### config.mk
export PLATFORM = sky130hd
export DESIGN_NAME = cbri_ram
export DESIGN_NICKNAME = d
export VERILOG_FILES = /design/src/rtl/cbri_ram.sv
export SDC_FILE = /design/constraint.sdc
export NUM_CORES = 1
export LEC_CHECK = 0
export BUFFER_PORTS_ARGS = -buffer_cell sky130_fd_sc_hd__buf_2
export CORE_MARGIN = 2
export CORE_UTILIZATION = 40
export DETAILED_ROUTE_END_ITERATION = 8
export PLACE_DENSITY_LB_ADDON = 0.25
export SLEW_MARGIN = 40
export SYNTH_ARGS = -nofsm -noshare
export SYNTH_HDL_FRONTEND = slang
export SYNTH_SLANG_ARGS = --single-unit
### constraint.sdc
create_clock -name clk -period 2.5 [get_ports clk]
set_input_delay 0.25 -clock clk [delete_from_list [all_inputs] [get_ports clk]]
set_output_delay 0.25 -clock clk [all_outputs]
set_load 0.005 [all_outputs]
### src/rtl/cbri_ram.sv
// ----------------------------------------------------------------------------
// cbri_ram
// Generic RAM: one write port, two registered read ports, new data on
// a read of the address being written.
// ----------------------------------------------------------------------------
module cbri_ram #(
	parameter int WIDTH = 8,
	parameter int DEPTH = 32
) (
	input  logic                     clk,
	input  logic                     we,
	input  logic [$clog2(DEPTH)-1:0] waddr,
	input  logic [WIDTH-1:0]         wdata,
	input  logic [$clog2(DEPTH)-1:0] raddr_a,
	output logic [WIDTH-1:0]         rdata_a,
	input  logic [$clog2(DEPTH)-1:0] raddr_b,
	output logic [WIDTH-1:0]         rdata_b
);

	logic [WIDTH-1:0] mem [DEPTH];

	always_ff @(posedge clk) begin
		if (we) begin
			mem[waddr] <= wdata;
		end
		if (we && waddr == raddr_a) begin
			rdata_a <= wdata;
		end else begin
			rdata_a <= mem[raddr_a];
		end
		if (we && waddr == raddr_b) begin
			rdata_b <= wdata;
		end else begin
			rdata_b <= mem[raddr_b];
		end
	end

endmodule

======== Word level (Yosys, flattened, before mapping) ========
Memories as Yosys holds them, arrays and structs flattened. A register that Yosys moved wholly into a read port is not among the register bits.
Cells that the tools add are included.
word-level totals
  RAM bits ................................ 256
  memories kept ........................... 1
  output and inout port bits .............. 16
  flip-flop bits (word level) ............. 0
  word-level logic and storage cells ...... 3
cells by class
  multiplexer cells ....................... 2
memory list
  name  words  width  rd ports  clocked after memory_dff  wr ports  RTL line  source
  mem   32     8      2         2                         1         20        logic [WIDTH-1:0] mem [DEPTH];
operator list
  kind    count
  $mux 1  2

======== Logic depth before layout (Yosys ltp) ========
Gate-level depths: netlist (run 1).
  word-level depth ........................ 2
  gate-level depth with buffers ........... 5
  mapped depth without buffers ............ 3

======== Worst setup path after synthesis (run 1) ========
Ideal clock, no wire load.
  path type ............................... register to output
  start point ............................. reg with a tool-made name
  end point ............................... out rdata_a[0]
  path slack .............................. 257 ps
  required time ........................... 2250 ps
  stages on the path, launching flop included .. 6
  data arrival time ....................... 1993 ps
  cells stage by stage .................... dfxtp_1 -> clkbuf_1 -> buf_1 -> mux4_2 -> mux4_2 -> mux2_2
RTL lines
  element           RTL line  source
  end: declaration  15        output logic [WIDTH-1:0] rdata_a,

==> impl_results.rst, run 1 <==
.. list-table::
   :header-rows: 1

   * - Metric
     - Value
   * - Count of antenna diodes in the layout
     - 0
   * - Number of buffers added on ports
     - 40
   * - Remaining antenna violation count
     - 0
   * - Worst slack at placement
     - 0.0683 ns
   * - Number of DRC violations after detailed-routing iteration 0
     - 764
   * - Commonest cells after routing, fill and taps aside
     - 256 x edfxtp_1, 160 x mux4_2, 40 x buf_4
   * - Number of global-route vias before repair
     - 6676
   * - Violated checks
     - negative setup slack
   * - Distinct cell type count of the synthesized netlist
     - 15
   * - Layout Nets
     - 663
   * - TritonCTS clock tree
     - built
   * - CP required
     - 2.25 ns
   * - Fin crit share
     - 1.19
   * - Average cell area after synthesis
     - 23.0 um2
   * - Net count after synthesis
     - 551
   * - Met3 usage in global routing
     - 0.0304
   * - Die footprint
     - 31600 um2
   * - Die width
     - 178 um
   * - Number of max-cap violations
     - 0
   * - Layout Area Growth over Synthesis
     - 22.6%
   * - Share of Yosys cell area claimed by the top area cell type
     - 0.636
   * - Number of iterations in the first detailed-routing pass
     - 6
   * - Setup repair after global routing missed its margin
     - true
   * - Global routing's busiest layer
     - met2
   * - Buffer cell driving the clock tree root
     - clkbuf_16
   * - Initial core utilization
     - 0.407
   * - Half-perimeter wire length after detailed placement
     - 20.2 mm
   * - Register bank with the most flops
     - mem
   * - Finished layout cell area
     - 14800 um2
   * - Average wire length per cell after detail routing
     - 31.3 um
   * - Count of endpoints failing hold in the final timing report
     - 0
   * - Static leakage
     - 4.84 nW
   * - Registers with the most flip-flops
     - mem x256
   * - Most frequent standard cell in the layout excluding fill and tap cells
     - edfxtp_1
   * - Vertical die dimension
     - 178 um
   * - GRT met1 Usage
     - 0.294
   * - Crit Path Category
     - reg2out
   * - Clock-pin slew on the worst setup and hold paths
     - 0.06 ns
   * - Crit path time final
     - 2.96 ns
   * - IO Pins
     - 41
   * - Floorplan Core Area
     - 29700 um2
   * - Placement Rows
     - 63
   * - Kind of start point of the critical path
     - flip-flop
   * - Post-Route WL
     - 32.9 mm
   * - Area of the mapped netlist
     - 12100 um2
   * - Wire length of the first global-routing pass
     - 46.4 mm
   * - Met2 Resource Use GR
     - 0.349
   * - Via/cell ratio
     - 6.09
   * - Type of element capturing the critical path
     - output port
   * - Setup slack after layout
     - -0.465 ns
   * - Cell count after synthesis
     - 526
   * - Setup-failing EPs final
     - 16
   * - Cell area power density
     - 716 nW/um2
   * - Largest net degree at the start of global routing
     - 41
   * - Global-route total usage across every layer
     - 0.209
   * - Cell type with the highest aggregate area in the netlist
     - edfxtp_1
   * - Max Fanout on Critical Path
     - 7
   * - Worst EP arrival
     - 2.71 ns
   * - Storage cell area
     - 7900 um2
   * - Synth area leaders
     - edfxtp_1 64%, mux4_2 30%, dfxtp_1 1.7%
   * - Post-detailed-route DRC marker count
     - 0
   * - Remaining global-route overflow
     - 0
   * - Flip-flop count of the largest register after layout
     - 256
   * - HP Class
     - in2reg
   * - Sequential-to-total area share from yosys stat
     - 0.653
   * - FF+latch count, synth
     - 266
   * - H-tree depth
     - 1
   * - Max frequency
     - 337 MHz
   * - Placer congestion estimate
     - 0.815
   * - Multi-input gate area in the final layout
     - 4040 um2
   * - Yosys warning count
     - 0
   * - Result of the run
     - finished with violations
   * - Detailed-route via count
     - 6398
   * - Pin slew with the least headroom to its limit
     - 0.650 ns
   * - Sinks on the clock net
     - 266
   * - Total of fill cells in the finished design
     - 2280
   * - Fraction of layout instances using a drive strength above 1
     - 0.515
   * - Tightest slew margin relative to the limit
     - 0.566
   * - Max-slew violation count
     - 0
   * - Initial antenna violation count
     - 1
   * - Max clock buf depth
     - 3
   * - Post-detailed-placement cell area
     - 13100 um2
   * - Number of buffers added by the clock tree synthesis step
     - 28
   * - Worst vdd rail ir drop
     - 0.485 mV
where the power goes:
group / switching [W] / internal [W] / total, W / leakage (nW)
combinational: 0.000442 / 0.000540 / 0.000982 / 1.95
clock: 0.00170 / 0.00293 / 0.00464 / 0.506
sequential: 0.0000399 / 0.00494 / 0.00498 / 2.39
total: 0.00219 / 0.00842 / 0.0106 / 4.84
path summary, 6_finish.rpt:
kind,start,endpoint,cells after the start
worst max-delay path,flip-flop,rdata_a[3],6
worst min-delay path,wdata[3],mem[23][3],1
synthesized netlist by cell type, drive strengths merged:
library cell,count
edfxtp,256
mux4,160
nor2,33
buf,32
mux2,16
dfxtp,10
clkbuf,7
nand3b,5
or3b,3
nand3,2
nand2,1
or3,1
timing repair:
| item | CTS | global route |
|---|---|---|
| endpoints found under the setup margin | 16 | 16 |
| pin swaps | 0 | 0 |
| resized for setup | 30 | 6 |
| buffers inserted | 4 | 4 |
| cloned | 5 | 7 |
| hold buffers | 10 | 0 |
| hold endpoints to repair | 10 | 0 |
stage by stage:
stage / utilization / setup TNS [ns] / instances / total power, W / hold WS, ns
after floorplan: - / 0 / 526 / 0.00556 / 0.278
after global placement: 0.441 / 0 / 968 / 0.00588 / 0.352
after detailed placement: 0.441 / 0 / 968 / 0.00590 / 0.354
after CTS: 0.490 / -7.10 / 1039 / 0.0106 / 0.199
after global routing: 0.499 / -7.81 / 1050 / 0.0109 / 0.238
final: 0.499 / -6.96 / 1050 / 0.0106 / 0.206
area by class of cell:
cell class	count	area share
multi-input combinational	221	0.272
clock inverter	20	0.0204
tap	390	0.0329
sequential	266	0.533
timing repair buffer	121	0.0915
clock buffer	32	0.0497
worst max-delay path, cell delays in order, from the launching register on:
cell     delay, ns
dfxtp_4       0.39
buf_12        0.14
buf_16        0.14
mux4_2        0.52
mux4_2        0.53
mux2_4        0.32
buf_6         0.12
per-layer routing:
layer	vias to the layer above	wire length [um]
li1	2569	-
met3	61	2190
met4	0	775
met5	-	0
met2	302	16500
met1	3466	13500
cells by family (layout without fill, tap and decap cells):
kind of cell | count (synthesis) | after routing | share of synthesized area
buffers and inverters | 39 | 173 | 0.0173
DFF | 266 | 266 | 0.653
and+or+nand+nor | 45 | 45 | 0.0172
muxes | 176 | 176 | 0.313
(Power assumes the default switching activity.)
==> run 2, diff against run 1 <==
Settings changed: REMOVE_ABC_BUFFERS from default to 1.
==> run 2 against run 1 <==
The flow still finishes with violations (negative setup slack). Largest power group unchanged. Non-clock buffer count fell by 5. Worst setup slack improved by 0.00088 ns. Wire length fell by 3.7%. Clock-buffer cell count fell by 2. Die area did not move. Power fell by 1.4%.
==> impl_results.rst, run 2 (same netlist as run 1, synthesis figures left out) <==
.. list-table::
   :header-rows: 1

   * - Metric
     - Value
   * - Worst vdd rail ir drop
     - 0.540 mV
   * - Setup slack after layout
     - -0.464 ns
   * - Result of the run
     - finished with violations
   * - IO Pins
     - 41
   * - Internal power
     - 0.00822 W
   * - Count of antenna diodes in the layout
     - 0
   * - Number of iterations in the first detailed-routing pass
     - 5
   * - Worst Hold Endpoint
     - mem[18][7]
   * - Buffer cell driving the clock tree root
     - clkbuf_16
   * - Switching pwr
     - 0.00223 W
   * - Gate family responsible for the most delay along the worst path
     - multiplexers
   * - Combinational share of power
     - 0.092
   * - Setup repair after global routing missed its margin
     - true
   * - Crit Path Category
     - reg2out
   * - Kind of start point of the critical path
     - flip-flop
   * - TritonCTS clock tree
     - built
   * - Layout Nets
     - 659
   * - Hold Path Cell Cnt
     - 1
   * - Max-slew violation count
     - 0
   * - Violated checks
     - negative setup slack
   * - Average wire length per cell after detail routing
     - 30.3 um
   * - Half-perimeter wire length after detailed placement
     - 19.5 mm
   * - Crit path time final
     - 2.96 ns
   * - Die footprint
     - 31600 um2
   * - Number of buffers added by the clock tree synthesis step
     - 29
   * - Type of element capturing the critical path
     - output port
   * - Wire length of the first global-routing pass
     - 45.8 mm
   * - Max frequency
     - 337 MHz
   * - Most frequent standard cell in the layout excluding fill and tap cells
     - edfxtp_1
   * - Vertical die dimension
     - 178 um
   * - Number of global-route vias before repair
     - 6720
   * - Commonest cells after routing, fill and taps aside
     - 256 x edfxtp_1, 160 x mux4_2, 38 x buf_4
   * - Remaining global-route overflow
     - 0
   * - Detailed-route via count
     - 6357
   * - Highest-delay cell along the critical path
     - mux4_2
   * - Fin crit share
     - 1.19
   * - Flip-flop count of the largest register after layout
     - 256
   * - Proportion of total power due to net switching
     - 0.213
   * - Largest net degree at the start of global routing
     - 52
   * - Die width
     - 178 um
   * - Register bank with the most flops
     - mem
   * - Number of DRC violations after detailed-routing iteration 0
     - 735
   * - Floorplan Core Area
     - 29700 um2
   * - Placer congestion estimate
     - 0.790
   * - Global-route total usage across every layer
     - 0.206
   * - HP Class
     - in2reg
   * - Biggest cell delay along the critical path
     - 0.49 ns
   * - Hold Startpoint
     - wdata[7]
   * - Static leakage
     - 4.80 nW
   * - Fraction of layout instances using a drive strength above 1
     - 0.512
   * - Tightest slew margin relative to the limit
     - 0.530
   * - Registers with the most flip-flops
     - mem x256
   * - Placement Rows
     - 63
   * - Post-detailed-route DRC marker count
     - 0
   * - Clk network pwr share
     - 0.431
   * - Total of fill cells in the finished design
     - 2338
   * - Layout Area Growth over Synthesis
     - 21.8%
   * - H-tree depth
     - 1
   * - Number of max-cap violations
     - 0
   * - Initial core utilization
     - 0.407
   * - Chain of cells forming the critical path
     - buf_12 > buf_12 > buf_16 > mux4_2 > mux4_2 > mux2_4 > buf_6
   * - Clock-pin slew on the worst setup and hold paths
     - 0.06 ns
   * - Register share of total power
     - 0.477
   * - Hold_ws
     - 0.199 ns
   * - Remaining antenna violation count
     - 0
   * - Setup-failing EPs final
     - 16
   * - Worst EP arrival
     - 2.71 ns
   * - Count of endpoints failing hold in the final timing report
     - 0
   * - CP required
     - 2.25 ns
   * - Worst slack at placement
     - 0.0829 ns
   * - Sinks on the clock net
     - 266
   * - Cell area power density
     - 710 nW/um2
   * - Post-Route WL
     - 31.7 mm
   * - Initial antenna violation count
     - 0
   * - Via/cell ratio
     - 6.09
   * - Number of buffer and inverter stages on the critical path
     - 4
   * - Total stage count of the critical path
     - 7
   * - Number of buffers added on ports
     - 40
   * - Max clock buf depth
     - 3
   * - Pin slew with the least headroom to its limit
     - 0.705 ns
   * - Max Fanout on Critical Path
     - 7
## run 2: changes by cell type in the layout (fill, tap and decap cells not counted), moves of 2 or more
cell and delta:
bufinv_16 -2, buf_4 -2, buf_12 +2, clkbuf_16 -3
mux2_4 +2, clkbuf_1 -2, mux2_2 -2
## run 2: power by group through the flow
stage	sequential, W	combinational (W)	clock [W]
floorplan	0.00515	0.000412	0
global route	0.00499	0.00101	0.00475
finish	0.00498	0.000960	0.00451
global placement	0.00507	0.000793	0
detailed placement	0.00508	0.000808	0
CTS	0.00498	0.000937	0.00457
## run 2: timing repair
| item | 4_1_cts | 5_1_grt |
|---|---|---|
| gates resized for setup | 30 | 9 |
| hold buffers | 10 | 0 |
| endpoints found under the setup margin | 16 | 16 |
| cloned | 6 | 3 |
| buffers inserted | 8 | 0 |
| hold endpoints to repair | 10 | 0 |
## run 2: cell type report
type	count	area, um2	share of cell area
Sequential cell	266	7900	0.537
Multi-Input combinational cell	221	4040	0.275
Timing Repair Buffer	116	1280	0.0873
Clock buffer	30	729	0.0496
Tap cell	390	488	0.0332
Clock inverter	21	275	0.0187
## run 2: stage by stage
step / cell area (um2) / TNS [ns] / power (W) / util / cells
after CTS: 14600 / -7.24 / 0.0105 / 0.492 / 1042
after floorplan: 11900 / -29.68 / 0.00556 / - / 487
after global placement: 13100 / 0 / 0.00587 / 0.441 / 967
final: 14700 / -7.01 / 0.0104 / 0.495 / 1044
after global routing: 14700 / -7.94 / 0.0107 / 0.495 / 1044
after detailed placement: 13100 / 0 / 0.00589 / 0.441 / 967
## run 2: metal layers
layer | up-vias | global-route usage | wire length [um]
met3 | 59 | 0.0473 | 2550
met4 | 0 | 0.0546 | 842
li1 | 2552 | - | -
met2 | 315 | 0.333 | 15300
met1 | 3431 | 0.285 | 13000
met5 | - | 0 | 0
## run 2: how the worst max path moves through the flow
stage / startpoint / slack, ns / end
floorplan: flip-flop / -1.86 / rdata_a[0]
global placement: flip-flop / 0.10 / rdata_a[4]
detailed placement: flip-flop / 0.08 / rdata_a[4]
CTS: flip-flop / -0.49 / rdata_b[5]
global route: flip-flop / -0.53 / rdata_b[5]
finish: flip-flop / -0.46 / rdata_b[5]
